===== src/rtl/spt_pkg.sv =====
// ----------------------------------------------------------------------------
// spt_pkg
// Shared constants, codes and controller/datapath interface types for the
// sorted price level table.
// ----------------------------------------------------------------------------
package spt_pkg;

    localparam int CAPACITY    = 256;
    localparam int KEY_BITS    = 32;
    localparam int HANDLE_BITS = 16;

    localparam int IDX_W = $clog2(CAPACITY);
    localparam int CNT_W = $clog2(CAPACITY + 1);

    localparam int REQ_W    = 3;
    localparam int STATUS_W = 2;
    localparam int KEY_W    = 32;
    localparam int HDL_W    = 16;
    localparam int OCNT_W   = 9;

    localparam logic [REQ_W-1:0] REQ_FIND = 3'd0;
    localparam logic [REQ_W-1:0] REQ_INS  = 3'd1;
    localparam logic [REQ_W-1:0] REQ_REM  = 3'd2;
    localparam logic [REQ_W-1:0] REQ_MIN  = 3'd3;
    localparam logic [REQ_W-1:0] REQ_MAX  = 3'd4;

    localparam logic [STATUS_W-1:0] ST_DONE    = 2'd0;
    localparam logic [STATUS_W-1:0] ST_ABSENT  = 2'd1;
    localparam logic [STATUS_W-1:0] ST_PRESENT = 2'd2;
    localparam logic [STATUS_W-1:0] ST_FULL    = 2'd3;

    typedef struct packed {
        logic                load;
        logic                rd_mid;
        logic                rd_lo;
        logic                cmp;
        logic                shift_init;
        logic                rd_shift;
        logic                wr_shift;
        logic                wr_new;
        logic                cnt_dec;
        logic                finish;
        logic                out_hdl;
        logic [STATUS_W-1:0] status;
    } t_cmd;

    typedef struct packed {
        logic             lo_lt_hi;
        logic             hit;
        logic             full;
        logic             empty;
        logic             shift_more;
        logic [REQ_W-1:0] req;
    } t_stat;

endpackage


===== src/rtl/spt_ctrl.sv =====
// ----------------------------------------------------------------------------
// spt_ctrl
// Sequencer for search, shift and write steps of each transaction.
// ----------------------------------------------------------------------------
module spt_ctrl (
    input  logic          i_clk,
    input  logic          i_rst_n,
    input  logic          i_start,
    input  spt_pkg::t_stat i_stat,
    output spt_pkg::t_cmd  o_cmd,
    output logic          o_busy
);

    localparam logic [2:0] S_IDLE  = 3'd0;
    localparam logic [2:0] S_SRD   = 3'd1;
    localparam logic [2:0] S_SCMP  = 3'd2;
    localparam logic [2:0] S_HIT   = 3'd3;
    localparam logic [2:0] S_SHCHK = 3'd4;
    localparam logic [2:0] S_SHWR  = 3'd5;

    logic [2:0] r_state;
    logic [2:0] n_state;

    always_ff @(posedge i_clk) begin
        if (!i_rst_n) begin
            r_state <= S_IDLE;
        end else begin
            r_state <= n_state;
        end
    end

    always_comb begin
        n_state = r_state;
        o_cmd   = '0;
        unique case (r_state)
            S_IDLE: begin
                if (i_start) begin
                    o_cmd.load = 1'b1;
                    n_state    = S_SRD;
                end
            end
            S_SRD: begin
                if (i_stat.lo_lt_hi) begin
                    o_cmd.rd_mid = 1'b1;
                    n_state      = S_SCMP;
                end else begin
                    o_cmd.rd_lo = 1'b1;
                    n_state     = S_HIT;
                end
            end
            S_SCMP: begin
                o_cmd.cmp = 1'b1;
                n_state   = S_SRD;
            end
            S_HIT: begin
                n_state      = S_IDLE;
                o_cmd.finish = 1'b1;
                o_cmd.status = spt_pkg::ST_ABSENT;
                priority case (i_stat.req)
                    spt_pkg::REQ_FIND: begin
                        if (i_stat.hit) begin
                            o_cmd.status  = spt_pkg::ST_DONE;
                            o_cmd.out_hdl = 1'b1;
                        end
                    end
                    spt_pkg::REQ_INS: begin
                        if (i_stat.hit) begin
                            o_cmd.status = spt_pkg::ST_PRESENT;
                        end else if (i_stat.full) begin
                            o_cmd.status = spt_pkg::ST_FULL;
                        end else begin
                            o_cmd.finish     = 1'b0;
                            o_cmd.shift_init = 1'b1;
                            n_state          = S_SHCHK;
                        end
                    end
                    spt_pkg::REQ_REM: begin
                        if (i_stat.hit) begin
                            o_cmd.finish     = 1'b0;
                            o_cmd.shift_init = 1'b1;
                            n_state          = S_SHCHK;
                        end
                    end
                    spt_pkg::REQ_MIN, spt_pkg::REQ_MAX: begin
                        if (!i_stat.empty) begin
                            o_cmd.status  = spt_pkg::ST_DONE;
                            o_cmd.out_hdl = 1'b1;
                        end
                    end
                    default: begin
                    end
                endcase
            end
            S_SHCHK: begin
                if (i_stat.shift_more) begin
                    o_cmd.rd_shift = 1'b1;
                    n_state        = S_SHWR;
                end else begin
                    o_cmd.finish = 1'b1;
                    o_cmd.status = spt_pkg::ST_DONE;
                    if (i_stat.req == spt_pkg::REQ_INS) begin
                        o_cmd.wr_new = 1'b1;
                    end else begin
                        o_cmd.cnt_dec = 1'b1;
                    end
                    n_state = S_IDLE;
                end
            end
            S_SHWR: begin
                o_cmd.wr_shift = 1'b1;
                n_state        = S_SHCHK;
            end
            default: begin
                n_state = S_IDLE;
            end
        endcase
    end

    assign o_busy = (r_state != S_IDLE);

endmodule


===== config.mk =====
export PLATFORM = sky130hd
export DESIGN_NAME = spt_ctrl
export DESIGN_NICKNAME = d
export VERILOG_FILES = /design/src/rtl/spt_pkg.sv /design/src/rtl/spt_ctrl.sv
export SDC_FILE = /design/constraint.sdc
export NUM_CORES = 1
export LEC_CHECK = 0
export ABC_AREA = 1
export BUFFER_PORTS_ARGS = -buffer_cell sky130_fd_sc_hd__buf_2
export CORE_AREA = 8 8 45 47
export DETAILED_ROUTE_END_ITERATION = 6
export DIE_AREA = 0 0 53 55
export GPL_TIMING_DRIVEN = 0
export HOLD_SLACK_MARGIN = 0.05
export PLACE_DENSITY = 0.61
export SLEW_MARGIN = 25
export SYNTH_ARGS = -nofsm -noshare
export SYNTH_HDL_FRONTEND = slang
export SYNTH_SLANG_ARGS = --single-unit

===== constraint.sdc =====
create_clock -name i_clk -period 1.1 [get_ports i_clk]
set_clock_uncertainty 0.1 [all_clocks]
set_input_delay 0.22 -clock i_clk [delete_from_list [all_inputs] [get_ports i_clk]]
set_output_delay 0.22 -clock i_clk [all_outputs]
set_load 0.02 [all_outputs]

### Word-level counts from Yosys, hierarchy flattened

Index checks and enable logic that the tools add are counted.

| word-level totals | value |
|---|---|
| register bits | 3 |
| input port bits | 11 |
| output and inout bits | 14 |
| word-level logic and storage cells | 54 |

| operators by class | value |
|---|---|
| equality and inequality tests | 10 |
| mux-type cells | 39 |
| reductions and logical operators | 4 |

Operators by type and width:

| operator | number |
|---|---|
| 3-bit two-way mux | 8 |
| 1-bit two-way mux | 19 |
| 3-bit case mux with 6 select lines | 1 |
| 3-bit by 2-bit == test with 1-bit output (second input constant) | 4 |
| 2-bit two-way mux | 5 |
| 3-bit == test (second input constant) | 3 |
| 1-bit case mux with 2 select lines | 4 |
| 3-bit by 1-bit == test with 1-bit output (second input constant) | 2 |
| 3-bit logical NOT | 2 |
| 2-bit case mux with 3 select lines | 1 |
| 3-bit case mux with 2 select lines | 1 |
| 3-bit nonzero test | 1 |
| 2-bit inequality test (second input constant) | 1 |
| 2-bit OR reduction | 1 |

### Depth between registers and ports, before layout

| logic depth | value |
|---|---|
| depth after elaboration | 4 |
| mapped depth | 6 |
| gate-level depth less buffers | 6 |

### Worst setup path after synthesis

OpenSTA, ideal clock, no wires.

| timing | value |
|---|---|
| kind | register to output |
| from | reg r_state[0] |
| to | out o_cmd[0] (netlist name) |
| arrival | 1.062 ns |
| required time | 0.780 ns |
| slack | -0.282 ns |
| cell stages (with the launch flop) | 5 |
| path buffers | 0 |
| path through | dfxtp_1 -> inv_2 -> nor3_2 -> inv_2 -> a21oi_1 |

RTL lines:

| item | RTL line | source |
|---|---|---|
| from (decl) | spt_ctrl.sv:21 | `logic [2:0] r_state;` |
| from (signal assigned) | spt_ctrl.sv:28 | `r_state <= n_state;` |
| to (decl) | spt_ctrl.sv:10 | `output spt_pkg::t_cmd o_cmd,` |

==> flow_metrics.tcl <==
set metrics [dict create \
    ctsLongestPathBuffers 2 \
    drive_gt1_share_pct 67.01 \
    syn_inst 61 \
    end_kind "primary output" \
    hold_slack_ps 157.2 \
    cts_tree "yes" \
    drt-initial-drc-count 1 \
    final_common_cell "buf_6" \
    fp-row-count 14 \
    area_growth_pct 140.8 \
    die_area_um2 2915 \
    ys_types 14 \
    fp.dieH_um 55 \
    ant_nets 0 \
    drt-total-wl_mm 1.346 \
    synth_nets 72 \
    rsz0062_at_grt "true" \
    grt_pass1_vias 523 \
    clk_pin_slew_ps 40 \
    setup_violations 16 \
    p_leak_uw 0.0003672 \
    diodes 0 \
    start_util_pct 23.51 \
    die_w_um 53 \
    status "complete, but fails checks" \
    synth.area.top_cells "dfxtp_1 (18%), nand2_1 (15%), inv_1 (14%)" \
    ios 25 \
    nNetsFinal 109 \
    setup_ws_ps -454.5 \
    cts-buffers-inserted 3 \
    cp_slowest_cell "dfxtp_2" \
    largest-register "r_state" \
    largest_reg_flops 3 \
    slew_viol_final 0 \
    drv_cap 0 \
    top_regs "r_state (3)" \
    dp_hpwl_um 914.4 \
    hold_violations 0 \
    finalPower_uw 569.4 \
    drt_pre_antenna_iters 3 \
    syn-cell-area_um2 325.3 \
    slew_headroom_pct 85.18 \
    antenna_found_initial 0 \
    routabilityCongestion 0.8214 \
    violations "negative setup slack" \
    cp.required_ps 780 \
    crit_chain "inv_4 -> nor3_4 -> inv_4 -> o21ai_4 -> buf_6" \
    cp_common_cell "inv_4" \
    hold_class "in2reg" \
    grt_first_pass_wirelength_mm 2.076 \
    critPathMaxFanout 5 \
    mostFrequentLayoutCells "buf_6 (12), buf_2 (11), nand2_1 (10)" \
    grt_max_degree 8 \
    ys_seq_area_share_pct 18.46 \
    clk_latency_ps 240 \
    max_freq_ghz 0.6433 \
    portBuffers 24 \
    cts_root_buf "clkbuf_4" \
    cp.buffers_inverters 3 \
    cts_sinks 3 \
    grtUsageTotal_pct 9.781 \
    yosysTopAreaCell "dfxtp_1" \
    powerDensity_nw_per_um2 727.0 \
    coreArea_um2 1384 \
    syn_avg_cell_area_um2 5.333 \
    ir_worst_vdd_v 0.0006135 \
    num_vias 522 \
    critical_path_class "reg2out" \
    fin_tns_setup_ps -5618 \
    synth_top_area_share_pct 18.46 \
    min_period_over_period_pct 141.3 \
    n_fill_cell 135 \
    cp_top_family "flip-flops" \
    grt_overflow 0 \
    arrival_ps 1230 \
    crit_path_start_kind "flop" \
    cts_max_level 1 \
    drc 0 \
    viasPerCell 4.619 \
    worst_slew_pin_slew_ps 221.6 \
    yosys_warnings 0 \
    ys_ff_latch 3 \
    avgRoutedWirePerCell_um 11.91 \
    max_stage_delay_ps 400 \
    min_period_ps 1554 \
]
## metrics by stage
stage | instances | setup slack, ps | util [%] | instance area (um2)
after floorplan | 61 | -140.2 | - | 412.9
after global placement | 101 | -310.2 | 39.96 | 553.0
after detailed placement | 101 | -292.2 | 39.96 | 553.0
after CTS | 111 | -466.5 | 52.53 | 726.9
after global routing | 113 | -549.6 | 56.60 | 783.3
final | 113 | -454.5 | 56.60 | 783.3
## synthesized netlist by cell type, drive strengths merged
master  number
a21oi        7
dfxtp        3
inv         14
nand2       13
nand3        2
nor2        12
nor3         5
o211ai       1
o21ai        4
## kinds of logic (layout without fill, tap and decap cells)
group	after synthesis	after routing	synth area share (%)
buf+inv	14	50	16.15
flops	3	3	18.46
simple gates	32	32	45.00
compound gates	12	12	20.38
## layout make-up
cell class	count	area, um2	area share, %
clock buffers	4	26.28	3.355
flip-flops and latches	3	68.82	8.786
inverters	14	62.56	7.987
repair buffers	32	257.7	32.91
well taps	16	20.02	2.556
multi-input cells	44	347.8	44.41
## layer usage
layer | GRT usage (%) | share of wire, % | vias to the layer above | wire length [um]
li1 | - | - | 265 | -
met1 | 7.751 | 35 | 230 | 474
met2 | 17.19 | 48 | 23 | 642
met3 | 6.684 | 15 | 4 | 201
met4 | 6.466 | 2.0 | 0 | 27
met5 | 0 | 0 | - | 0
## worst reg2reg max path: stages, from the launching register on
cell	delay, ps
dfxtp_4	360
inv_4	70
buf_4	110
nand3_2	110
nor2_4	110
nor2_1	50
a21oi_1	110
## worst paths after layout
path	start	end	slack, ps	cells past startpoint
setup / recovery	r_state[1]	o_cmd[3]	-450	5
hold / removal	i_rst_n	r_state[2]	160	3
setup reg to reg	r_state[2]	r_state[0]	-20	6
hold reg to reg	r_state[0]	r_state[1]	490	2
## report_power, final
part / switching [uW] / leakage (uW) / internal (uW)
logic: 134 / 0.000326 / 106
clock network: 62.0 / 0.0000150 / 136
registers: 16.2 / 0.0000264 / 115
## what timing repair did
item	CTS	global route
resized for setup	30	11
hold buffers	0	0
hold endpoints to repair	0	0
cloned	0	0
setup endpoints to repair	15	16
pin swaps	4	5
setup buffers	6	2
(Power assumes the default switching activity.)
